--- config.mk ---
export PLATFORM = sky130hd
export DESIGN_NAME = reorder_receiver_ack_nack
export DESIGN_NICKNAME = d
export VERILOG_FILES = /design/src/hw/rtl/rrack_pkg.sv /design/src/hw/rtl/rrack_rem.sv /design/src/hw/rtl/reorder_receiver_ack_nack.sv
export SDC_FILE = /design/constraint.sdc
export NUM_CORES = 2
export LEC_CHECK = 0
export ABC_AREA = 0
export CORE_UTILIZATION = 55
export DETAILED_ROUTE_END_ITERATION = 16
export DONT_BUFFER_PORTS = 1
export PLACE_DENSITY = 0.7
export SYNTH_ARGS = -nofsm -noshare
export SYNTH_HDL_FRONTEND = slang
export SYNTH_HIERARCHICAL = 1
export SYNTH_SLANG_ARGS = --single-unit
--- constraint.sdc ---
create_clock -name clk_i -period 6.04 [get_ports clk_i]
set_clock_uncertainty 0.05 [all_clocks]
set_input_delay 0.302 -clock clk_i [delete_from_list [all_inputs] [get_ports clk_i]]
set_output_delay 0.302 -clock clk_i [all_outputs]
set_load 0.02 [all_outputs]
--- src/hw/rtl/rrack_pkg.sv ---
// Shared types and codes for the reorder receiver.
`default_nettype none
package rrack_pkg;
  localparam int unsigned HANDLE_BITS = 10;
  localparam int unsigned QUEUE_DEPTH_DEF = 32;
  localparam int unsigned ACK_EVERY_W = 11;
  localparam int unsigned CFG_DATA_W = 16;

  localparam logic [2:0] ACT_REPLY_START = 3'd0;
  localparam logic [2:0] ACT_REPLY_FIN = 3'd1;
  localparam logic [2:0] ACT_DELIVER = 3'd2;
  localparam logic [2:0] ACT_ACK = 3'd3;
  localparam logic [2:0] ACT_NACK = 3'd4;
  localparam logic [2:0] ACT_DROP = 3'd5;

  localparam logic [1:0] KIND_START = 2'd0;
  localparam logic [1:0] KIND_FIN = 2'd1;
  localparam logic [1:0] KIND_DATA = 2'd2;
  localparam logic [1:0] KIND_EOF = 2'd3;

  localparam logic MODE_TICK = 1'b1;

  localparam logic [1:0] CFG_ACK_EVERY = 2'd0;
  localparam logic [1:0] CFG_NACK_THR = 2'd1;
  localparam logic [1:0] CFG_NACK_TMO = 2'd2;
  localparam logic [1:0] CFG_QUEUE_LIM = 2'd3;

  typedef struct packed {
    logic                   mode;
    logic [1:0]             pkt_kind;
    logic [31:0]            seq_in;
    logic [HANDLE_BITS-1:0] buf_handle;
  } in_t;

  typedef struct packed {
    logic [2:0]             action;
    logic [31:0]            seq_out;
    logic [31:0]            low_held_seq;
    logic [HANDLE_BITS-1:0] handle_out;
    logic                   is_eof;
    logic                   last;
  } res_t;

  typedef struct packed {
    logic [31:0]            seq;
    logic                   eof;
    logic [HANDLE_BITS-1:0] handle;
  } slot_t;

  typedef struct packed {
    logic done;
    logic zero;
  } rem_stat_t;
endpackage
`default_nettype wire

--- src/hw/rtl/rrack_rem.sv ---
// Bit-serial remainder check of a sequence against the ack interval.
`default_nettype none
module rrack_rem (
  input  logic                                 clk_i,
  input  logic                                 rst_ni,
  input  logic                                 go_i,
  input  logic [31:0]                          dividend_i,
  input  logic [rrack_pkg::ACK_EVERY_W-1:0]    divisor_i,
  output rrack_pkg::rem_stat_t                 stat_o
);
  import rrack_pkg::*;

  logic [ACK_EVERY_W-1:0] rem_q, rem_d;
  logic [31:0]            dvd_q, dvd_d;
  logic [5:0]             cnt_q, cnt_d;
  logic                   done_q, done_d;
  logic [ACK_EVERY_W:0]   trial;

  always_comb begin
    rem_d = rem_q;
    dvd_d = dvd_q;
    cnt_d = cnt_q;
    done_d = 1'b0;
    trial = {rem_q, dvd_q[31]};
    if (trial >= {1'b0, divisor_i}) begin
      trial = trial - {1'b0, divisor_i};
    end
    if (go_i) begin
      rem_d = '0;
      dvd_d = dividend_i;
      cnt_d = 6'd32;
    end else if (cnt_q != 6'd0) begin
      rem_d = trial[ACK_EVERY_W-1:0];
      dvd_d = {dvd_q[30:0], 1'b0};
      cnt_d = cnt_q - 6'd1;
      done_d = (cnt_q == 6'd1);
    end
  end

  always_ff @(posedge clk_i or negedge rst_ni) begin
    if (!rst_ni) begin
      cnt_q <= '0;
      done_q <= 1'b0;
    end else begin
      cnt_q <= cnt_d;
      done_q <= done_d;
    end
  end

  always_ff @(posedge clk_i) begin
    rem_q <= rem_d;
    dvd_q <= dvd_d;
  end

  assign stat_o.done = done_q;
  assign stat_o.zero = (rem_q == '0);
endmodule
`default_nettype wire

--- src/hw/rtl/reorder_receiver_ack_nack.sv ---
// Top level of the reorder receiver with ack and nack generation.
`default_nettype none
// Takes one packet header or millisecond tick per start pulse, until a finish packet
// has been taken, and raises busy until its results are out; results appear one per
// strobe cycle on res_valid_o and cannot be stalled, the final one of an item carrying
// last. Held packets live in a circular memory with registered reads; an item's time
// grows with the held entries walked in the sorted search, the entries shifted on
// insert and the packets drained, and an in-order payload waits for the ack remainder.
module reorder_receiver_ack_nack #(
  parameter int unsigned QUEUE_DEPTH = rrack_pkg::QUEUE_DEPTH_DEF
) (
  input  logic                                 clk_i,
  input  logic                                 rst_ni,
  input  logic                                 start,
  output logic                                 busy,
  input  rrack_pkg::in_t                       in_i,
  output logic                                 res_valid_o,
  output rrack_pkg::res_t                      res_o,
  input  logic                                 cfg_we_i,
  input  logic [1:0]                           cfg_idx_i,
  input  logic [rrack_pkg::CFG_DATA_W-1:0]     cfg_data_i
);
  import rrack_pkg::*;

  localparam int unsigned AW = (QUEUE_DEPTH > 1) ? $clog2(QUEUE_DEPTH) : 1;
  localparam int unsigned CW = $clog2(QUEUE_DEPTH + 1);

  typedef enum logic [3:0] {
    S_IDLE, S_ACK, S_DIV, S_DR_RD, S_DR_CMP, S_DR_END, S_SR_RD, S_SR_CMP,
    S_INS, S_SH, S_SH_WR, S_NK_CHK, S_NK_RD, S_NK, S_DONE
  } state_e;

  function automatic logic [AW-1:0] phys(input logic [AW-1:0] head,
                                         input logic [AW-1:0] off);
    logic [AW:0] s;
    s = {1'b0, head} + {1'b0, off};
    if (s >= (AW+1)'(QUEUE_DEPTH)) begin
      s = s - (AW+1)'(QUEUE_DEPTH);
    end
    return s[AW-1:0];
  endfunction

  logic [ACK_EVERY_W-1:0] cfg_ack_q;
  logic [5:0]             cfg_thr_q;
  logic [15:0]            cfg_tmo_q;
  logic [5:0]             cfg_lim_q;

  always_ff @(posedge clk_i or negedge rst_ni) begin
    if (!rst_ni) begin
      cfg_ack_q <= ACK_EVERY_W'(10);
      cfg_thr_q <= 6'd5;
      cfg_tmo_q <= 16'd1000;
      cfg_lim_q <= 6'd32;
    end else if (cfg_we_i) begin
      case (cfg_idx_i)
        CFG_ACK_EVERY: cfg_ack_q <= cfg_data_i[ACK_EVERY_W-1:0];
        CFG_NACK_THR:  cfg_thr_q <= cfg_data_i[5:0];
        CFG_NACK_TMO:  cfg_tmo_q <= cfg_data_i;
        CFG_QUEUE_LIM: cfg_lim_q <= cfg_data_i[5:0];
        default: ;
      endcase
    end
  end

  slot_t              mem [QUEUE_DEPTH];
  slot_t              rd_q;
  logic               mem_we;
  logic [AW-1:0]      mem_waddr, mem_raddr;
  slot_t              mem_wdata;

  always_ff @(posedge clk_i) begin
    if (mem_we) begin
      mem[mem_waddr] <= mem_wdata;
    end
    rd_q <= mem[mem_raddr];
  end

  state_e             state_q, state_d;
  in_t                in_q, in_d;
  logic [CW-1:0]      held_q, held_d;
  logic [AW-1:0]      head_q, head_d;
  logic [31:0]        exp_q, exp_d;
  logic               armed_q, armed_d;
  logic [15:0]        ms_q, ms_d;
  logic               fin_q, fin_d;
  logic [CW-1:0]      p_q, p_d;
  logic [CW-1:0]      i_q, i_d;
  logic               drained_q, drained_d;
  logic [31:0]        lastdr_q, lastdr_d;
  res_t               pend_q, pend_d;
  logic               pend_v_q, pend_v_d;
  res_t               out_q, out_d;
  logic               out_v_q, out_v_d;

  logic               push;
  res_t               push_r;
  logic               rem_go;
  rem_stat_t          rem_stat;
  logic [ACK_EVERY_W-1:0] divisor;
  logic [31:0]        lim32;
  logic               accept;
  logic               timed_out;
  slot_t              new_slot;

  assign divisor = (cfg_ack_q == '0) ? ACK_EVERY_W'(1) : cfg_ack_q;
  assign lim32 = (32'(cfg_lim_q) > 32'(QUEUE_DEPTH)) ? 32'(QUEUE_DEPTH) : 32'(cfg_lim_q);
  assign accept = start && !busy;
  assign timed_out = armed_q && (ms_q > cfg_tmo_q);
  assign new_slot = '{seq: in_q.seq_in, eof: (in_q.pkt_kind == KIND_EOF),
                      handle: in_q.buf_handle};

  rrack_rem u_rem (
    .clk_i      (clk_i),
    .rst_ni     (rst_ni),
    .go_i       (rem_go),
    .dividend_i (in_q.seq_in),
    .divisor_i  (divisor),
    .stat_o     (rem_stat)
  );

  always_comb begin
    state_d = state_q;
    in_d = in_q;
    held_d = held_q;
    head_d = head_q;
    exp_d = exp_q;
    armed_d = armed_q;
    ms_d = ms_q;
    fin_d = fin_q;
    p_d = p_q;
    i_d = i_q;
    drained_d = drained_q;
    lastdr_d = lastdr_q;
    push = 1'b0;
    push_r = '0;
    rem_go = 1'b0;
    mem_we = 1'b0;
    mem_waddr = '0;
    mem_wdata = new_slot;
    mem_raddr = head_q;
    pend_d = pend_q;
    pend_v_d = pend_v_q;
    out_d = out_q;
    out_v_d = 1'b0;

    case (state_q)
      S_IDLE: begin
        if (accept && !fin_q) begin
          in_d = in_i;
          if (in_i.mode == MODE_TICK) begin
            ms_d = (ms_q == 16'hFFFF) ? ms_q : ms_q + 16'd1;
            state_d = (armed_q && (ms_d > cfg_tmo_q)) ? S_NK_RD : S_DONE;
          end else if (in_i.pkt_kind == KIND_START) begin
            push = 1'b1;
            push_r.action = ACT_REPLY_START;
            state_d = S_DONE;
          end else if (in_i.pkt_kind == KIND_FIN) begin
            push = 1'b1;
            push_r.action = ACT_REPLY_FIN;
            fin_d = 1'b1;
            state_d = S_DONE;
          end else if (in_i.seq_in == exp_q) begin
            push = 1'b1;
            push_r.action = ACT_DELIVER;
            push_r.seq_out = in_i.seq_in;
            push_r.handle_out = in_i.buf_handle;
            push_r.is_eof = (in_i.pkt_kind == KIND_EOF);
            exp_d = exp_q + 32'd1;
            armed_d = 1'b0;
            drained_d = 1'b0;
            state_d = S_ACK;
          end else if (in_i.seq_in > exp_q) begin
            p_d = '0;
            state_d = S_SR_RD;
          end else begin
            push = 1'b1;
            push_r.action = ACT_ACK;
            push_r.seq_out = in_i.seq_in;
            state_d = S_DONE;
          end
        end
      end
      S_ACK: begin
        if (in_q.pkt_kind == KIND_EOF) begin
          push = 1'b1;
          push_r.action = ACT_ACK;
          push_r.seq_out = in_q.seq_in;
          state_d = S_DR_RD;
        end else begin
          rem_go = 1'b1;
          state_d = S_DIV;
        end
      end
      S_DIV: begin
        if (rem_stat.done) begin
          if (rem_stat.zero) begin
            push = 1'b1;
            push_r.action = ACT_ACK;
            push_r.seq_out = in_q.seq_in;
          end
          state_d = S_DR_RD;
        end
      end
      S_DR_RD: begin
        mem_raddr = head_q;
        state_d = (held_q != '0) ? S_DR_CMP : S_DR_END;
      end
      S_DR_CMP: begin
        if (rd_q.seq == exp_q) begin
          push = 1'b1;
          push_r.action = ACT_DELIVER;
          push_r.seq_out = rd_q.seq;
          push_r.handle_out = rd_q.handle;
          push_r.is_eof = rd_q.eof;
          lastdr_d = exp_q;
          drained_d = 1'b1;
          exp_d = exp_q + 32'd1;
          held_d = held_q - CW'(1);
          head_d = phys(head_q, AW'(1));
          state_d = S_DR_RD;
        end else begin
          state_d = S_DR_END;
        end
      end
      S_DR_END: begin
        if (drained_q) begin
          push = 1'b1;
          push_r.action = ACT_ACK;
          push_r.seq_out = lastdr_q;
        end
        state_d = S_DONE;
      end
      S_SR_RD: begin
        mem_raddr = phys(head_q, p_q[AW-1:0]);
        state_d = (p_q < held_q) ? S_SR_CMP : S_INS;
      end
      S_SR_CMP: begin
        if (rd_q.seq < in_q.seq_in) begin
          p_d = p_q + CW'(1);
          state_d = S_SR_RD;
        end else if (rd_q.seq == in_q.seq_in) begin
          mem_we = 1'b1;
          mem_waddr = phys(head_q, p_q[AW-1:0]);
          state_d = S_NK_CHK;
        end else begin
          state_d = S_INS;
        end
      end
      S_INS: begin
        if (32'(held_q) < lim32) begin
          i_d = held_q;
          state_d = S_SH;
        end else begin
          push = 1'b1;
          push_r.action = ACT_DROP;
          push_r.seq_out = in_q.seq_in;
          push_r.handle_out = in_q.buf_handle;
          state_d = S_NK_CHK;
        end
      end
      S_SH: begin
        if (i_q > p_q) begin
          mem_raddr = phys(head_q, AW'(i_q - CW'(1)));
          state_d = S_SH_WR;
        end else begin
          mem_we = 1'b1;
          mem_waddr = phys(head_q, p_q[AW-1:0]);
          held_d = held_q + CW'(1);
          state_d = S_NK_CHK;
        end
      end
      S_SH_WR: begin
        mem_we = 1'b1;
        mem_waddr = phys(head_q, i_q[AW-1:0]);
        mem_wdata = rd_q;
        i_d = i_q - CW'(1);
        state_d = S_SH;
      end
      S_NK_CHK: begin
        state_d = ((32'(held_q) == 32'(cfg_thr_q)) || timed_out) ? S_NK_RD : S_DONE;
      end
      S_NK_RD: begin
        mem_raddr = head_q;
        state_d = (held_q != '0) ? S_NK : S_DONE;
      end
      S_NK: begin
        push = 1'b1;
        push_r.action = ACT_NACK;
        push_r.seq_out = exp_q;
        push_r.low_held_seq = rd_q.seq;
        armed_d = 1'b1;
        ms_d = '0;
        state_d = S_DONE;
      end
      S_DONE: begin
        out_v_d = pend_v_q;
        out_d = pend_q;
        out_d.last = 1'b1;
        pend_v_d = 1'b0;
        state_d = S_IDLE;
      end
      default: state_d = S_IDLE;
    endcase

    if (push) begin
      out_v_d = pend_v_q;
      out_d = pend_q;
      out_d.last = 1'b0;
      pend_d = push_r;
      pend_v_d = 1'b1;
    end
  end

  always_ff @(posedge clk_i or negedge rst_ni) begin
    if (!rst_ni) begin
      state_q <= S_IDLE;
      held_q <= '0;
      head_q <= '0;
      exp_q <= '0;
      armed_q <= 1'b0;
      ms_q <= '0;
      fin_q <= 1'b0;
      drained_q <= 1'b0;
      pend_v_q <= 1'b0;
      out_v_q <= 1'b0;
    end else begin
      state_q <= state_d;
      held_q <= held_d;
      head_q <= head_d;
      exp_q <= exp_d;
      armed_q <= armed_d;
      ms_q <= ms_d;
      fin_q <= fin_d;
      drained_q <= drained_d;
      pend_v_q <= pend_v_d;
      out_v_q <= out_v_d;
    end
  end

  always_ff @(posedge clk_i) begin
    in_q <= in_d;
    p_q <= p_d;
    i_q <= i_d;
    lastdr_q <= lastdr_d;
    pend_q <= pend_d;
    out_q <= out_d;
  end

  assign busy = (state_q != S_IDLE);
  assign res_valid_o = out_v_q;
  assign res_o = out_q;

`ifndef NO_ASSERTIONS
  a_held_bound: assert property (@(posedge clk_i) disable iff (!rst_ni)
    32'(held_q) <= 32'(QUEUE_DEPTH))
    else $error("held count beyond queue depth");
  a_last_gap: assert property (@(posedge clk_i) disable iff (!rst_ni)
    (res_valid_o && res_o.last) |=> !res_valid_o)
    else $error("result right after last transfer");
  a_fin_quiet: assert property (@(posedge clk_i) disable iff (!rst_ni)
    (accept && fin_q) |=> (!res_valid_o && !busy))
    else $error("activity after finish");
  a_pend_idle: assert property (@(posedge clk_i) disable iff (!rst_ni)
    (state_q == S_IDLE) |-> !pend_v_q)
    else $error("pending result left in idle");
`endif
endmodule
`default_nettype wire

==> results_dict.tcl <==
set metrics [dict create \
    via_per_inst 6.31 \
    max_freq_mhz 184 \
    drive_gt1_share_pct 14.9 \
    cp-end-kind "flip-flop" \
    fin_crit_ns 5.42 \
    antenna_found_initial 6 \
    power_density_mw_per_mm2 424 \
    rr_startpoint "rd_q[41]" \
    synthFlopType "edfxtp_1" \
    place_congestion 0.884 \
    grt_pass1_vias 41796 \
    vias 42626 \
    rsz0062_at_grt "false" \
    drt-initial-drc-count 5196 \
    cts_buffers 177 \
    num_rows 135 \
    critical_path_class "flip-flop to flip-flop" \
    critPathLaunch "rd_q[41]" \
    hold_class "primary input to async pin" \
    path_cells "ha_1, nand4_1, or2_2, nor3_1, and3_1, o21ai_1, buf_4, o21ai_0, or3b_1, nor2_4, buf_4" \
    synth_edf_count 1652 \
    synth_cell_type_count 100 \
    worst_ep_required_time_ns 6.49 \
    synth.avg_cell_area_sq_um 16.2 \
    synth_largest_area_cell "edfxtp_1" \
    num_antenna_cells 0 \
    grt_max_degree 115 \
    synth_nets 4869 \
    worstPathArrival_ns 5.87 \
    clock_path_buffers 3 \
    power_leakage_nw 31.3 \
    post_cts_buffers 0 \
    syn_to_final_growth_pct 12.6 \
    fin_crit_sh_pct 89.8 \
    relSlewSlack_pct 15.4 \
    synthArstFlopShare_pct 6.26 \
    routed_wl_um 188000 \
    final_nets 5038 \
    portBuffers 0 \
    netlist.area_leader.share_pct 66.0 \
    setup-violations-final 0 \
    crit_fanout 24 \
    die_y_um 372 \
    ios 148 \
    yosys-top-cells-area "edfxtp_1 (66%), mux2i_1 (5.1%), mux4_2 (3.9%)" \
    wl_per_cell_um 27.8 \
    htree_levels 4 \
    post-place-ws_ns 0.707 \
    overflow 0 \
    cap_violations 0 \
    synthCells 4651 \
    synth_seq_cells 1821 \
    worst_path_max_delay_cell "nor2_4" \
    tritoncts "yes" \
    drc 0 \
    place_hpwl_um 114000 \
    clkSinkCount 1821 \
    ys_seq_area_share_pct 71.2 \
    setup_ws_ns 0.615 \
    final_cell_area_sq_mm 0.0847 \
    hold_viol 0 \
    die_w_um 372 \
    ant_nets 0 \
    globalRouteTotalUtil_pct 27.2 \
    worst-slew-pin-transition_ns 1.27 \
    maxSlewViolCount 0 \
    die_area_sq_mm 0.138 \
    cts.clk_slew.worst_paths_ns 0.06 \
    clk_latency_ns 0.83 \
    yosys_warnings 6 \
    crit_path_frequent_cell "buf_4" \
    cp-start-kind "flip-flop" \
    max_stage_delay_ns 0.96 \
    first_pass_iters 10 \
    clock-root-buffer "clkbuf_16" \
    rrSetupSlack_ns 0.62 \
    core_sq_mm 0.136 \
    vdd_drop_max_mv 0.345 \
    final_util_pct 62.4 \
    grt_pass1_wl_um 275000 \
    tns_ns 0 \
    netlist_area_sq_mm 0.0752 \
    start_util_pct 55.4 \
    dpl_cell_area_sq_mm 0.0780 \
    status "completed" \
]
[where the power goes]
group	switching, mW	leakage (nW)	internal (mW)	total, mW
registers	1.25	16.9	16.1	17.3
logic	4.86	11.5	2.52	7.38
clock network	4.77	2.87	6.44	11.2
total	10.9	31.3	25.0	35.9
[stage by stage]
step / hold slack [ns] / power [mW] / std cells
after floorplan: -0.0436 / 22.0 / 4651
after global placement: -0.0395 / 24.6 / 6348
after detailed placement: -0.0391 / 24.8 / 6348
after CTS: 0.0560 / 36.0 / 6753
after global routing: 0.106 / 37.2 / 6753
final: 0.0368 / 35.9 / 6753
[what timing repair did]
action / in CTS / in global routing
endpoints found under the hold margin: 248 / 0
hold buffers: 74 / 0
resized for setup: 0 / 0
[synth_stat cells, types with 8 or more instances]
cell / count
o211ai_1: 8
o21a_1: 9
nand2_1: 316
and3_1: 16
nand4_1: 44
clkbuf_1: 134
edfxtp_1: 1652
a22o_1: 53
o22ai_1: 175
mux2i_1: 386
nor2b_1: 98
a21oi_1: 131
dfstp_2: 11
dfrtp_1: 103
nand2b_1: 15
inv_1: 141
mux2_2: 72
buf_1: 12
nor2_1: 103
xor2_1: 21
mux4_2: 129
ha_1: 146
xnor2_1: 98
nor4_1: 97
buf_6: 34
o31ai_1: 12
buf_4: 24
and2_1: 37
dfxtp_1: 55
a222oi_1: 42
a21o_1: 51
buf_2: 34
nor3_1: 25
o21ai_0: 125
nand3_1: 104
[worst paths after layout]
check / to / cells after the start
worst min-delay path: ms_q[11] / 2
worst max-delay path: mem[17][18] / 11
min in group clk_i: in_q[16] / 1
worst min register to register: fin_q / 1
max in group asynchronous: exp_q[16] / 2
worst max register to register: mem[17][18] / 11
[cell type report]
type	count	area, sq um
clock buffer	242	4850
inverter	142	534
fill	9522	51000
clock inverter	89	1060
multi-input combinational	2445	20200
tap	1781	2230
sequential	1821	53600
timing repair buffer	233	2210
[registers in the layout (all words and copies together) (netlist names), 11 cells and up]
signal / flops
u_rem/rem_q: 11
ms_q: 16
lastdr_q: 32
cfg_tmo_q: 16
mem: 1376
u_rem/dvd_q: 32
cfg_ack_q: 11
exp_q: 32
rd_q: 43
pend_q: 78
res_o: 79
in_q: 44
[kinds of logic (layout without fill, tap and decap cells)]
kind of cell	Yosys count	count (layout)	share of synthesized area, %
DFF	1821	1821	71.2
AOI/OAI and AO/OA	682	682	6.06
and+or+nand+nor	905	905	6.14
adders and majority gates	151	151	2.56
buffers and inverters	385	706	2.51
xor gates and xnor gates	119	119	1.39
muxes	588	588	10.1
[cell usage in the layout, fill, tap and decap left out, types with 50 or more instances in the layout]
master / count
a21o_1: 51
a21oi_1: 131
a22o_1: 53
buf_4: 138
clkbuf_1: 50
clkbuf_16: 179
dfrtp_1: 103
dfxtp_1: 55
dlygate4sd3_1: 73
edfxtp_1: 1652
ha_1: 146
inv_1: 139
mux2_2: 72
mux2i_1: 384
mux4_2: 129
nand2_1: 316
nand3_1: 102
nor2_1: 69
nor2b_1: 97
nor4_1: 97
o21ai_0: 92
o22ai_1: 175
xnor2_1: 98
[layer usage]
metal  share of wire, %  vias up  global-route usage (%)
li1                   -    18492                       -
met1                 40    21819                    38.3
met2                 48     2062                    43.5
met3                9.5      253                    5.21
met4                2.4        0                    7.57
met5                  0        -                       0
[critical path: cells and delay by family, from the launching register on]
family	cells	cell delay, ns
AND/OR/NAND/NOR	6	2.95
adder cells (fa/ha/maj)	1	0.25
AO/OA/AOI/OAI	2	0.61
flip-flops	1	0.65
buffers and inverters	2	0.57
Note: power is estimated with default switching activity, not from simulation.
